$ cat config.mk
export PLATFORM = sky130hd
export DESIGN_NAME = lowest_id_first_transmit_queue
export DESIGN_NICKNAME = d
export VERILOG_FILES = /design/src/rtl/core/ltq_pkg.sv /design/src/rtl/core/lowest_id_first_transmit_queue.sv /design/src/rtl/core/ltq_cell.sv
export SDC_FILE = /design/constraint.sdc
export NUM_CORES = 2
export LEC_CHECK = 0
export CORE_AREA = 2 2 407 409
export DETAILED_ROUTE_END_ITERATION = 10
export DIE_AREA = 0 0 409 411
export DONT_BUFFER_PORTS = 1
export SLEW_MARGIN = 40
export SYNTH_ARGS = -nofsm -noshare
export SYNTH_HDL_FRONTEND = slang
export SYNTH_SLANG_ARGS = --single-unit
export TNS_END_PERCENT = 100
$ cat constraint.sdc
create_clock -name clk -period 16.1 [get_ports clk]
set_clock_uncertainty 0.1 [all_clocks]
set_input_delay 3.22 -clock clk [delete_from_list [all_inputs] [get_ports clk]]
set_output_delay 3.22 -clock clk [all_outputs]
set_load 0.02 [all_outputs]
$ cat src/rtl/core/ltq_pkg.sv
// ----------------------------------------------------------------------------
// ltq_pkg
// Shared widths, command codes and record types of the lowest-id-first
// transmit queue.
// ----------------------------------------------------------------------------
`default_nettype none

package ltq_pkg;

  localparam int ID_W   = 29;
  localparam int LEN_W  = 4;
  localparam int DATA_W = 64;
  localparam int FILL_W = 4;
  localparam int DROP_W = 16;

  localparam logic [DROP_W-1:0] DROP_MAX = '1;

  // request command codes
  localparam logic CMD_PUSH = 1'b0;
  localparam logic CMD_POP  = 1'b1;

  // one queued frame
  typedef struct packed {
    logic [ID_W-1:0]   id;
    logic [LEN_W-1:0]  len;
    logic [DATA_W-1:0] data;
  } frame_t;

  // search token handed from cell to cell
  typedef struct packed {
    logic   hit;
    frame_t frame;
  } tok_t;

  // per-cell controls from the sequencer
  typedef struct packed {
    logic occupied;
    logic pick_min;
    logic shift;
    logic load;
  } cell_ctl_t;

endpackage

`default_nettype wire

$ cat src/rtl/core/lowest_id_first_transmit_queue.sv
// ----------------------------------------------------------------------------
// lowest_id_first_transmit_queue
// Bounded frame queue that pops the lowest identifier first, earliest
// arrival first among equal identifiers, built as a row of slot cells.
// ----------------------------------------------------------------------------
// Each request is one push or one pop and gives exactly one result. A push
// into a queue with room and a pop of an empty queue go from S_EXEC
// straight to S_RESULT. A pop, and a push that meets a full queue, also
// pass through S_SCAN and S_APPLY: a search token walks the row of slot
// cells one cell per clock to find the lowest identifier (pop) or the latest
// highest identifier (victim for a full push). A new request is accepted
// once the result has moved into the output register. The result register
// lets a new request in while the previous result still waits for
// out_ready. A full push always counts in drop_total (saturating at 65535)
// and replaces the victim only if its identifier is strictly lower.
// fill_level shows the count masked to 4 bits.
`default_nettype none

module lowest_id_first_transmit_queue #(
  parameter int QUEUE_DEPTH = 8
) (
  input  wire                            clk,
  input  wire                            rst,
  input  wire                            in_valid,
  output logic                           in_ready,
  input  wire                            cmd,
  input  wire  [ltq_pkg::ID_W-1:0]       frame_id,
  input  wire  [ltq_pkg::LEN_W-1:0]      frame_len,
  input  wire  [ltq_pkg::DATA_W-1:0]     frame_data,
  output logic                           out_valid,
  input  wire                            out_ready,
  output logic                           ok,
  output logic [ltq_pkg::ID_W-1:0]       out_id,
  output logic [ltq_pkg::LEN_W-1:0]      out_len,
  output logic [ltq_pkg::DATA_W-1:0]     out_data,
  output logic [ltq_pkg::FILL_W-1:0]     fill_level,
  output logic [ltq_pkg::DROP_W-1:0]     drop_total
);
  import ltq_pkg::*;

  localparam int POS_W = $clog2(QUEUE_DEPTH);
  localparam int CNT_W = $clog2(QUEUE_DEPTH + 1);

  typedef enum logic [4:0] {
    S_IDLE   = 5'b00001,
    S_EXEC   = 5'b00010,
    S_SCAN   = 5'b00100,
    S_APPLY  = 5'b01000,
    S_RESULT = 5'b10000
  } state_t;

  state_t state;

  logic [CNT_W-1:0]  count;
  logic [DROP_W-1:0] drop_cnt;
  logic [POS_W-1:0]  scan_cnt;

  // request held for the whole operation
  logic              item_cmd;
  logic [ID_W-1:0]   item_id;
  logic [LEN_W-1:0]  item_len;
  logic [DATA_W-1:0] item_data;

  // result waiting to move into the output register
  logic              res_ok;
  frame_t            res_frame;

  frame_t            wr_frame;
  frame_t            frames  [QUEUE_DEPTH];
  tok_t              tok     [QUEUE_DEPTH];
  logic [POS_W-1:0]  tpos    [QUEUE_DEPTH];
  cell_ctl_t         ctl     [QUEUE_DEPTH];
  logic [QUEUE_DEPTH-1:0] load_vec;

  tok_t              tail_tok;
  logic [POS_W-1:0]  tail_pos;
  logic              full;
  logic              replace;
  logic              ld_en;
  logic              shift_en;
  logic [CNT_W-1:0]  wr_idx;

  assign in_ready = (state == S_IDLE);
  assign full     = (count == CNT_W'(QUEUE_DEPTH));
  assign tail_tok = tok[QUEUE_DEPTH-1];
  assign tail_pos = tpos[QUEUE_DEPTH-1];
  assign replace  = item_id < tail_tok.frame.id;
  assign wr_frame = '{id: item_id, len: item_len, data: item_data};

  // Decide slot writes and close-up for the current step
  always_comb begin
    ld_en    = 1'b0;
    shift_en = 1'b0;
    wr_idx   = count;
    unique case (state)
      S_EXEC: begin
        ld_en = (item_cmd == CMD_PUSH) && !full;
      end
      S_APPLY: begin
        if (item_cmd == CMD_POP) begin
          shift_en = 1'b1;
        end else if (replace) begin
          shift_en = 1'b1;
          ld_en    = 1'b1;
          wr_idx   = CNT_W'(QUEUE_DEPTH - 1);
        end
      end
      default: begin
      end
    endcase
  end

  // Row of slot cells
  for (genvar i = 0; i < QUEUE_DEPTH; i++) begin : g_cell
    tok_t             t_in;
    logic [POS_W-1:0] p_in;
    frame_t           r_frame;

    assign ctl[i].occupied = CNT_W'(i) < count;
    assign ctl[i].pick_min = (item_cmd == CMD_POP);
    assign ctl[i].load     = ld_en && (wr_idx == CNT_W'(i));
    assign load_vec[i]     = ctl[i].load;

    if (i == 0) begin : g_head
      assign t_in = '0;
      assign p_in = '0;
    end else begin : g_body
      assign t_in = tok[i-1];
      assign p_in = tpos[i-1];
    end

    if (i == QUEUE_DEPTH - 1) begin : g_last
      assign r_frame     = wr_frame;
      assign ctl[i].shift = 1'b0;
    end else begin : g_inner
      assign r_frame      = frames[i+1];
      assign ctl[i].shift = shift_en && (POS_W'(i) >= tail_pos);
    end

    ltq_cell #(
      .DEPTH (QUEUE_DEPTH),
      .INDEX (i)
    ) u_cell (
      .clk         (clk),
      .rst         (rst),
      .ctl         (ctl[i]),
      .wr_frame    (wr_frame),
      .right_frame (r_frame),
      .frame       (frames[i]),
      .tok_in      (t_in),
      .pos_in      (p_in),
      .tok_out     (tok[i]),
      .pos_out     (tpos[i])
    );
  end

  // Sequencer
  always_ff @(posedge clk) begin
    if (rst) begin
      state     <= S_IDLE;
      count     <= '0;
      drop_cnt  <= '0;
      scan_cnt  <= '0;
      out_valid <= 1'b0;
    end else begin
      // Load the output register or release it
      if (state == S_RESULT && (!out_valid || out_ready)) begin
        out_valid <= 1'b1;
      end else if (out_valid && out_ready) begin
        out_valid <= 1'b0;
      end
      unique case (state)
        S_IDLE: begin
          if (in_valid) begin
            state <= S_EXEC;
          end
        end
        S_EXEC: begin
          scan_cnt <= '0;
          if (item_cmd == CMD_PUSH) begin
            if (!full) begin
              count <= count + CNT_W'(1);
              state <= S_RESULT;
            end else begin
              if (drop_cnt != DROP_MAX) begin
                drop_cnt <= drop_cnt + DROP_W'(1);
              end
              state <= S_SCAN;
            end
          end else if (count == '0) begin
            state <= S_RESULT;
          end else begin
            state <= S_SCAN;
          end
        end
        S_SCAN: begin
          scan_cnt <= scan_cnt + POS_W'(1);
          if (scan_cnt == POS_W'(QUEUE_DEPTH - 1)) begin
            state <= S_APPLY;
          end
        end
        S_APPLY: begin
          if (item_cmd == CMD_POP) begin
            count <= count - CNT_W'(1);
          end
          state <= S_RESULT;
        end
        S_RESULT: begin
          if (!out_valid || out_ready) begin
            state <= S_IDLE;
          end
        end
        default: begin
          state <= S_IDLE;
        end
      endcase
    end
  end

  // Capture the request
  always_ff @(posedge clk) begin
    if (in_valid && in_ready) begin
      item_cmd  <= cmd;
      item_id   <= frame_id;
      item_len  <= frame_len;
      item_data <= frame_data;
    end
  end

  // Build the result
  always_ff @(posedge clk) begin
    if (state == S_EXEC) begin
      res_ok    <= (item_cmd == CMD_PUSH) ? !full : 1'b0;
      res_frame <= '0;
    end else if (state == S_APPLY) begin
      if (item_cmd == CMD_POP) begin
        res_ok    <= 1'b1;
        res_frame <= tail_tok.frame;
      end else begin
        res_ok    <= replace;
        res_frame <= '0;
      end
    end
  end

  // Output register
  always_ff @(posedge clk) begin
    if (state == S_RESULT && (!out_valid || out_ready)) begin
      ok         <= res_ok;
      out_id     <= res_frame.id;
      out_len    <= res_frame.len;
      out_data   <= res_frame.data;
      fill_level <= FILL_W'(count);
      drop_total <= drop_cnt;
    end
  end

  // Checks
  a_count_bound: assert property (@(posedge clk) disable iff (rst)
    count <= CNT_W'(QUEUE_DEPTH))
    else $error("queue count above depth");

  a_token_found: assert property (@(posedge clk) disable iff (rst)
    state == S_APPLY |-> tail_tok.hit)
    else $error("search token found no slot");

  a_single_load: assert property (@(posedge clk) disable iff (rst)
    $onehot0(load_vec))
    else $error("more than one slot loaded");

  a_scan_stable: assert property (@(posedge clk) disable iff (rst)
    state == S_SCAN |=> $stable(count))
    else $error("count moved during search");

  a_drop_mono: assert property (@(posedge clk) disable iff (rst)
    !$past(rst) |-> drop_cnt >= $past(drop_cnt))
    else $error("drop count decreased");

endmodule

`default_nettype wire

$ cat src/rtl/core/ltq_cell.sv
// ----------------------------------------------------------------------------
// ltq_cell
// One queue slot: holds a frame, closes up from its right neighbor, and
// passes a registered search token on to its left-to-right successor.
// ----------------------------------------------------------------------------
`default_nettype none

module ltq_cell #(
  parameter int DEPTH = 8,
  parameter int INDEX = 0
) (
  input  wire                      clk,
  input  wire                      rst,
  input  wire ltq_pkg::cell_ctl_t  ctl,
  input  wire ltq_pkg::frame_t     wr_frame,
  input  wire ltq_pkg::frame_t     right_frame,
  output ltq_pkg::frame_t          frame,
  input  wire ltq_pkg::tok_t       tok_in,
  input  wire [$clog2(DEPTH)-1:0]  pos_in,
  output ltq_pkg::tok_t            tok_out,
  output logic [$clog2(DEPTH)-1:0] pos_out
);
  import ltq_pkg::*;

  localparam int POS_W = $clog2(DEPTH);

  logic better;
  logic take_own;

  // Hold, load a new frame, or close up from the right neighbor
  always_ff @(posedge clk) begin
    if (ctl.load) begin
      frame <= wr_frame;
    end else if (ctl.shift) begin
      frame <= right_frame;
    end
  end

  // Pop wants the first lowest id; the victim search wants the last highest
  always_comb begin
    if (ctl.pick_min) begin
      better = frame.id < tok_in.frame.id;
    end else begin
      better = frame.id >= tok_in.frame.id;
    end
    take_own = ctl.occupied && (!tok_in.hit || better);
  end

  // Advance the token one cell per clock
  always_ff @(posedge clk) begin
    if (rst) begin
      tok_out.hit <= 1'b0;
    end else begin
      tok_out.hit <= take_own || tok_in.hit;
    end
    if (take_own) begin
      tok_out.frame <= frame;
      pos_out       <= POS_W'(INDEX);
    end else begin
      tok_out.frame <= tok_in.frame;
      pos_out       <= pos_in;
    end
  end

endmodule

`default_nettype wire

**Word level (Yosys, flattened, before mapping)**

Index checks and enable logic that the tools add are counted.

- Magnitude comparators: 30
- Bitwise operators: 1
- Multiplexer cells: 56
- Add/sub/neg operators: 4
- Shifts and indexed selects: 0
- Divide/modulo/power cells: 0
- Equality and inequality tests: 21
- Reductions and logical operators: 64
- Multipliers: 0

Operators with widths:

| kind | count |
|---|---|
| $mux 97 | 22 |
| $lt 29x29->1 | 8 |
| $ge 29x29->1 | 7 |
| $mux 5 | 6 |
| $logic_and 1x1->1 | 26 |
| $pmux 5 s5 | 1 |
| $mux 4 | 6 |
| $reduce_bool 2->1 | 10 |
| $mux 1 | 18 |
| $add 16x1->16 const B | 1 |
| $eq 4x3->1 const B | 4 |
| $lt 3x4->1 const A | 4 |
| $ne 16x16->1 const B | 1 |
| $logic_or 1x1->1 | 14 |
| $ne 2x2->1 const B | 5 |
| $ge 3x3->1 const A | 3 |
| $logic_not 1->1 | 9 |
| $eq 4x2->1 const B | 2 |
| $logic_not 4->1 | 2 |
| $lt 1x4->1 const A | 2 |
| $lt 2x4->1 const A | 2 |
| $pmux 4 s2 | 1 |
| $reduce_and 4->1 | 2 |
| $ge 1x3->1 const A | 2 |
| 17 further kinds | 18 |

- Bits in latches: 0
- RAM bits: 0
- ROM bits: 0
- Memories: 0
- Bits in registers: 1919

**Logic depth before layout (Yosys ltp)**

- Depth after elaboration: 7
- Depth in mapped cells: 12

**Hierarchy**

From an unflattened synthesis, not the netlist that was laid out.

- Cells, all modules: 4972
- Area total of the unflattened synthesis: 80204.4 µm²

Modules (own cells, without submodules):

| module | cells each | times used | seq. area each (µm²) | area an instance (µm²) |
|---|---|---|---|---|
| ltq_cell (g_cell[0].u_cell ...) | 529 | 4 | 4934.7 | 8563.2 |
| ltq_cell (g_cell[5].u_cell ...) | 529 | 3 | 4934.7 | 8552.0 |
| lowest_id_first_transmit_queue | 740 | 1 | 9038.7 | 11718.7 |
| ltq_cell (g_cell[3].u_cell) | 529 | 1 | 4934.7 | 8577.0 |

**Worst setup path after synthesis**

Ideal clock, no wire load.

- Kind: register to register
- Start point: register state[4]
- End point: register g_cell[7].u_cell.frame[0] (netlist bit), enable pin
- Cell stages (with the launch flop): 5
- Buffers on the path: 0
- Setup slack: 4342 ps
- Arrival: 10842 ps
- Library setup time: 815 ps
- Required time: 15185 ps
- Path through: dfxtp_1 > or3_4 > nor2_2 > nand2_1 > o41ai_1

RTL lines:

| element | line | source |
|---|---|---|
| from (decl) | lowest_id_first_transmit_queue.sv:52 | `state_t state;` |
| from (signal assigned) | lowest_id_first_transmit_queue.sv:160 | `state <= S_IDLE;` |
| from (signal assigned) | lowest_id_first_transmit_queue.sv:175 | `state <= S_EXEC;` |
| from (signal assigned) | lowest_id_first_transmit_queue.sv:183 | `state <= S_RESULT;` |
| to (signal assigned) | ltq_cell.sv:33 | `frame <= wr_frame;` |
| to (signal assigned) | ltq_cell.sv:35 | `frame <= right_frame;` |
| to (decl) | ltq_cell.sv:17 | `output ltq_pkg::frame_t frame,` |

**Worst setup path after layout**

- Start point: register state[1]
- End point: output in_ready

- Word-level cells in the longest chain between the ends: 1

Ends and longest elaborated chain:

| element | line | source |
|---|---|---|
| $eq 5x1->1 | lowest_id_first_transmit_queue.sv:83 | `assign in_ready = (state == S_IDLE);` |
| to (decl) | lowest_id_first_transmit_queue.sv:25 | `output logic in_ready,` |

No other way between the ends.

==> results.cfg <==
[hold_path]
holdPathStages = 1
min_path_type = flop to flop
hold_end = g_cell[7].u_cell.pos_out[1]
hold_start = g_cell[6].u_cell.pos_out[1]

[clock_network]
clockRootBuffer = clkbuf_16
cts_tree = yes
cts_buffers = 197
post_cts_buffers = 0
clkLatencyLatePin_ns = 0.84
cts_buffer_depth = 3
cts.sink_count = 1919
clkTransAtPathRegs_ns = 0.06
hold_buffers = 0
ctsResizeCount = 0
cts_max_level = 4

[placed_design]
io_buffers = 0
place_area_mm2 = 0.07592
gp_congestion = 0.8057
dp_slack_ns = 11.00
dpl.hpwl_um = 95340

[logic_synthesis]
yosys_warnings = 0
muxShareOfSynthArea_pct = 19.49
synth_top_family_by_area = multiplexers
ys_ff_latch = 1919
synth_xor_area_share_pct = 0.1556
synth.cell_area_mm2 = 0.07317
synth.largest_area_cell = edfxtp_1
synth_ff_type = edfxtp_1
synth_compound_area_share_pct = 3.239
ys_seq_area_share_pct = 66.09
syn-num-nets = 5273
synth_edf_count = 993
synthArstFlopShare_pct = 0
synth_simple_gate_area_share_pct = 4.480
synth_adder_area_share_pct = 4.070
synth_cell_types = 68
synthCells = 4933
yosys-top-cells-area = edfxtp_1, dfxtp_1, mux2_2
synth.avg_cell_area_um2 = 14.83
yosysTopAreaCellShare_pct = 40.75

[finish]
drive_gt1_share_pct = 32.46
n_fill_cell = 13712
final_area_mm2 = 0.08269
area_growth_pct = 13.00
nets = 5339

[power_and_ir_drop]
ir_drop_v = 0.0001287
p_leak_nw = 30.47
power_density_mw_per_mm2 = 123.1
finalPower_mw = 10.18

[routing]
ant_nets = 0
drt-initial-drc-count = 2416
wire_per_inst_um = 22.26
firstDrtPassIters = 8
vias = 38164
drt_wl_total_um = 164000
vias_per_cell = 5.180
drc = 0

[timing]
relSlewSlack_pct = 41.54
setup-tns-final_ns = 0
rsz0062_at_grt = no
final-setup-viol-count = 0
setup_ws_ns = 10.81
fin_crit_sh_pct = 32.84
tightest_slew_ns = 0.8769
slew_viol_final = 0
hold_viol = 0
fmax_mhz = 189.1
finalCriticalPeriod_ns = 5.288

[die]
io_pins = 222
core_mm2 = 0.1639
die_area_mm2 = 0.1681
die_width_um = 409
die_y_um = 411
core.rowCount = 149
initial_utilization_pct = 44.65

[global_route]
grt_pass1_wl_um = 248100
grt_start_max_net_pins = 100
grt_pass1_vias = 39104
grt_usage_pct = 19.36
grt_antenna_before_repair = 18
grt_overflow = 0

[critical_path]
critPathRequiredTime_ns = 12.78
reg2reg_depth = 10
cp.arrival_ns = 1.97
cp-end-kind = output port
criticalPathCategory = flop to output port
regToRegSetupSlack_ns = 11.54
crit_start = state[1]
rr_endpoint = g_cell[7].u_cell.tok_out[58]
cpPeakStageDelay_ns = 0.34
slowest_stage = dfxtp_1
r2r_start = g_cell[7].u_cell.frame[94]
cp_cell_sequence = nor3_1, nand3b_1, inv_1
cp-start-kind = flop
path_max_fanout = 5

[run_status]
status = finished, final reports clean

[job]
maxCapViolations = 0
-- worst max-delay path, delay by kind of cell (launching register included) --
kind / cells / cell delay [ns]
buf+inv: 1 / 0.24
flops: 1 / 0.34
simple gates: 2 / 0.55
-- where the power goes --
group / total [mW] / switching (mW) / leakage, nW / internal (mW)
registers: 5.33 / 0.0971 / 16.3 / 5.23
clock network: 4.63 / 1.97 / 3.28 / 2.66
logic: 0.221 / 0.111 / 10.9 / 0.110
-- state kept, by name, indices dropped and copies added, names as in the netlist --
register               flops
g_cell.u_cell.frame      776
out_data                  64
g_cell.u_cell.tok_out    783
item_id                   29
res_frame                 97
out_valid                  1
item_cmd                   1
ok                         1
g_cell.u_cell.pos_out     17
scan_cnt                   3
item_data                 64
item_len                   4
res_ok                     1
count                      4
fill_level                 4
out_id                    29
drop_cnt                  16
state                      5
out_len                    4
drop_total                16
-- through the flow --
step,instances,utilization (%),hold WS [ns]
4_1_cts,7363,50.42,0.3034
3_5_place_dp,6988,46.33,0.2936
5_1_grt,7367,50.46,0.3115
3_3_place_gp,6981,46.20,0.2902
2_1_floorplan,4933,-,0.2863
6_report,7368,50.46,0.3050
-- per-layer routing --
metal | global-route usage, % | vias to the layer above | wire length, um
met5 | 0 | - | 38
li1 | - | 18097 | -
met3 | 3.379 | 225 | 7201
met1 | 27.30 | 19125 | 78940
met4 | 5.211 | 6 | 3175
met2 | 30.83 | 711 | 74680
-- cell usage after synthesis, types with 3 or more instances --
| library cell | number |
|---|---|
| mux2_2 | 1249 |
| edfxtp_1 | 993 |
| dfxtp_1 | 926 |
| nand2_1 | 377 |
| inv_1 | 249 |
| ha_1 | 238 |
| a21oi_1 | 124 |
| nor2b_1 | 104 |
| a22o_1 | 97 |
| clkbuf_1 | 89 |
| buf_2 | 81 |
| nor2_1 | 66 |
| o21ai_0 | 53 |
| nand3_1 | 35 |
| nand4_1 | 34 |
| a21o_1 | 27 |
| buf_1 | 22 |
| nor4_1 | 18 |
| mux2_4 | 10 |
| nand2b_1 | 10 |
| nor3_1 | 9 |
| or3_1 | 9 |
| a31oi_1 | 8 |
| nand3b_1 | 8 |
| xnor2_1 | 8 |
| a221oi_1 | 5 |
| and3_1 | 5 |
| or2_2 | 5 |
| xor2_1 | 5 |
| a211o_1 | 4 |
| a221o_1 | 4 |
| a211oi_1 | 3 |
| a22oi_1 | 3 |
| and2_1 | 3 |
| o211a_1 | 3 |
| o211ai_1 | 3 |
| o31ai_1 | 3 |
-- logic make-up after synthesis --
kind of cell,after synthesis
XOR/XNOR,13
adder cells (fa/ha/maj),238
flip-flops,1919
buffers and inverters,448
AND/OR/NAND/NOR,699
AO/OA/AOI/OAI,353
multiplexers,1263
-- layout by cell type, fill, tap and decap left out, types with 39 or more instances in the layout --
| master | netlist | routed |
|---|---|---|
| a21oi_1 | 124 | 124 |
| a22o_1 | 97 | 97 |
| clkbuf_1 | 89 | 46 |
| clkbuf_16 | 0 | 202 |
| clkinv_2 | 0 | 39 |
| dfxtp_1 | 926 | 925 |
| edfxtp_1 | 993 | 993 |
| ha_1 | 238 | 238 |
| inv_1 | 249 | 249 |
| mux2_2 | 1249 | 1249 |
| nand2_1 | 377 | 374 |
| nor2_1 | 66 | 64 |
| nor2b_1 | 104 | 103 |
| o21ai_0 | 53 | 48 |
-- worst max path at each step --
stage	cells past startpoint	slack, ns	end
final	3	10.81	in_ready
after global routing	3	10.72	in_ready
after CTS	3	10.76	in_ready
after detailed placement	3	11.00	item_data[55]
after global placement	7	11.00	g_cell[3].u_cell.frame[57]
after floorplan	4	4.34	g_cell[7].u_cell.frame[0]
-- final cells by class --
cell class | instances | area [um^2] | area share (%)
timing repair buffer | 64 | 659.4 | 0.7975
antenna | 4 | 10.01 | 0.01211
clock buffer | 284 | 5723 | 6.921
inverter | 251 | 942.2 | 1.139
multi-input combinational | 2566 | 23280 | 28.15
tap | 2189 | 2739 | 3.312
clock inverter | 91 | 977.2 | 1.182
sequential | 1919 | 48360 | 58.48
(Power assumes the default switching activity.)
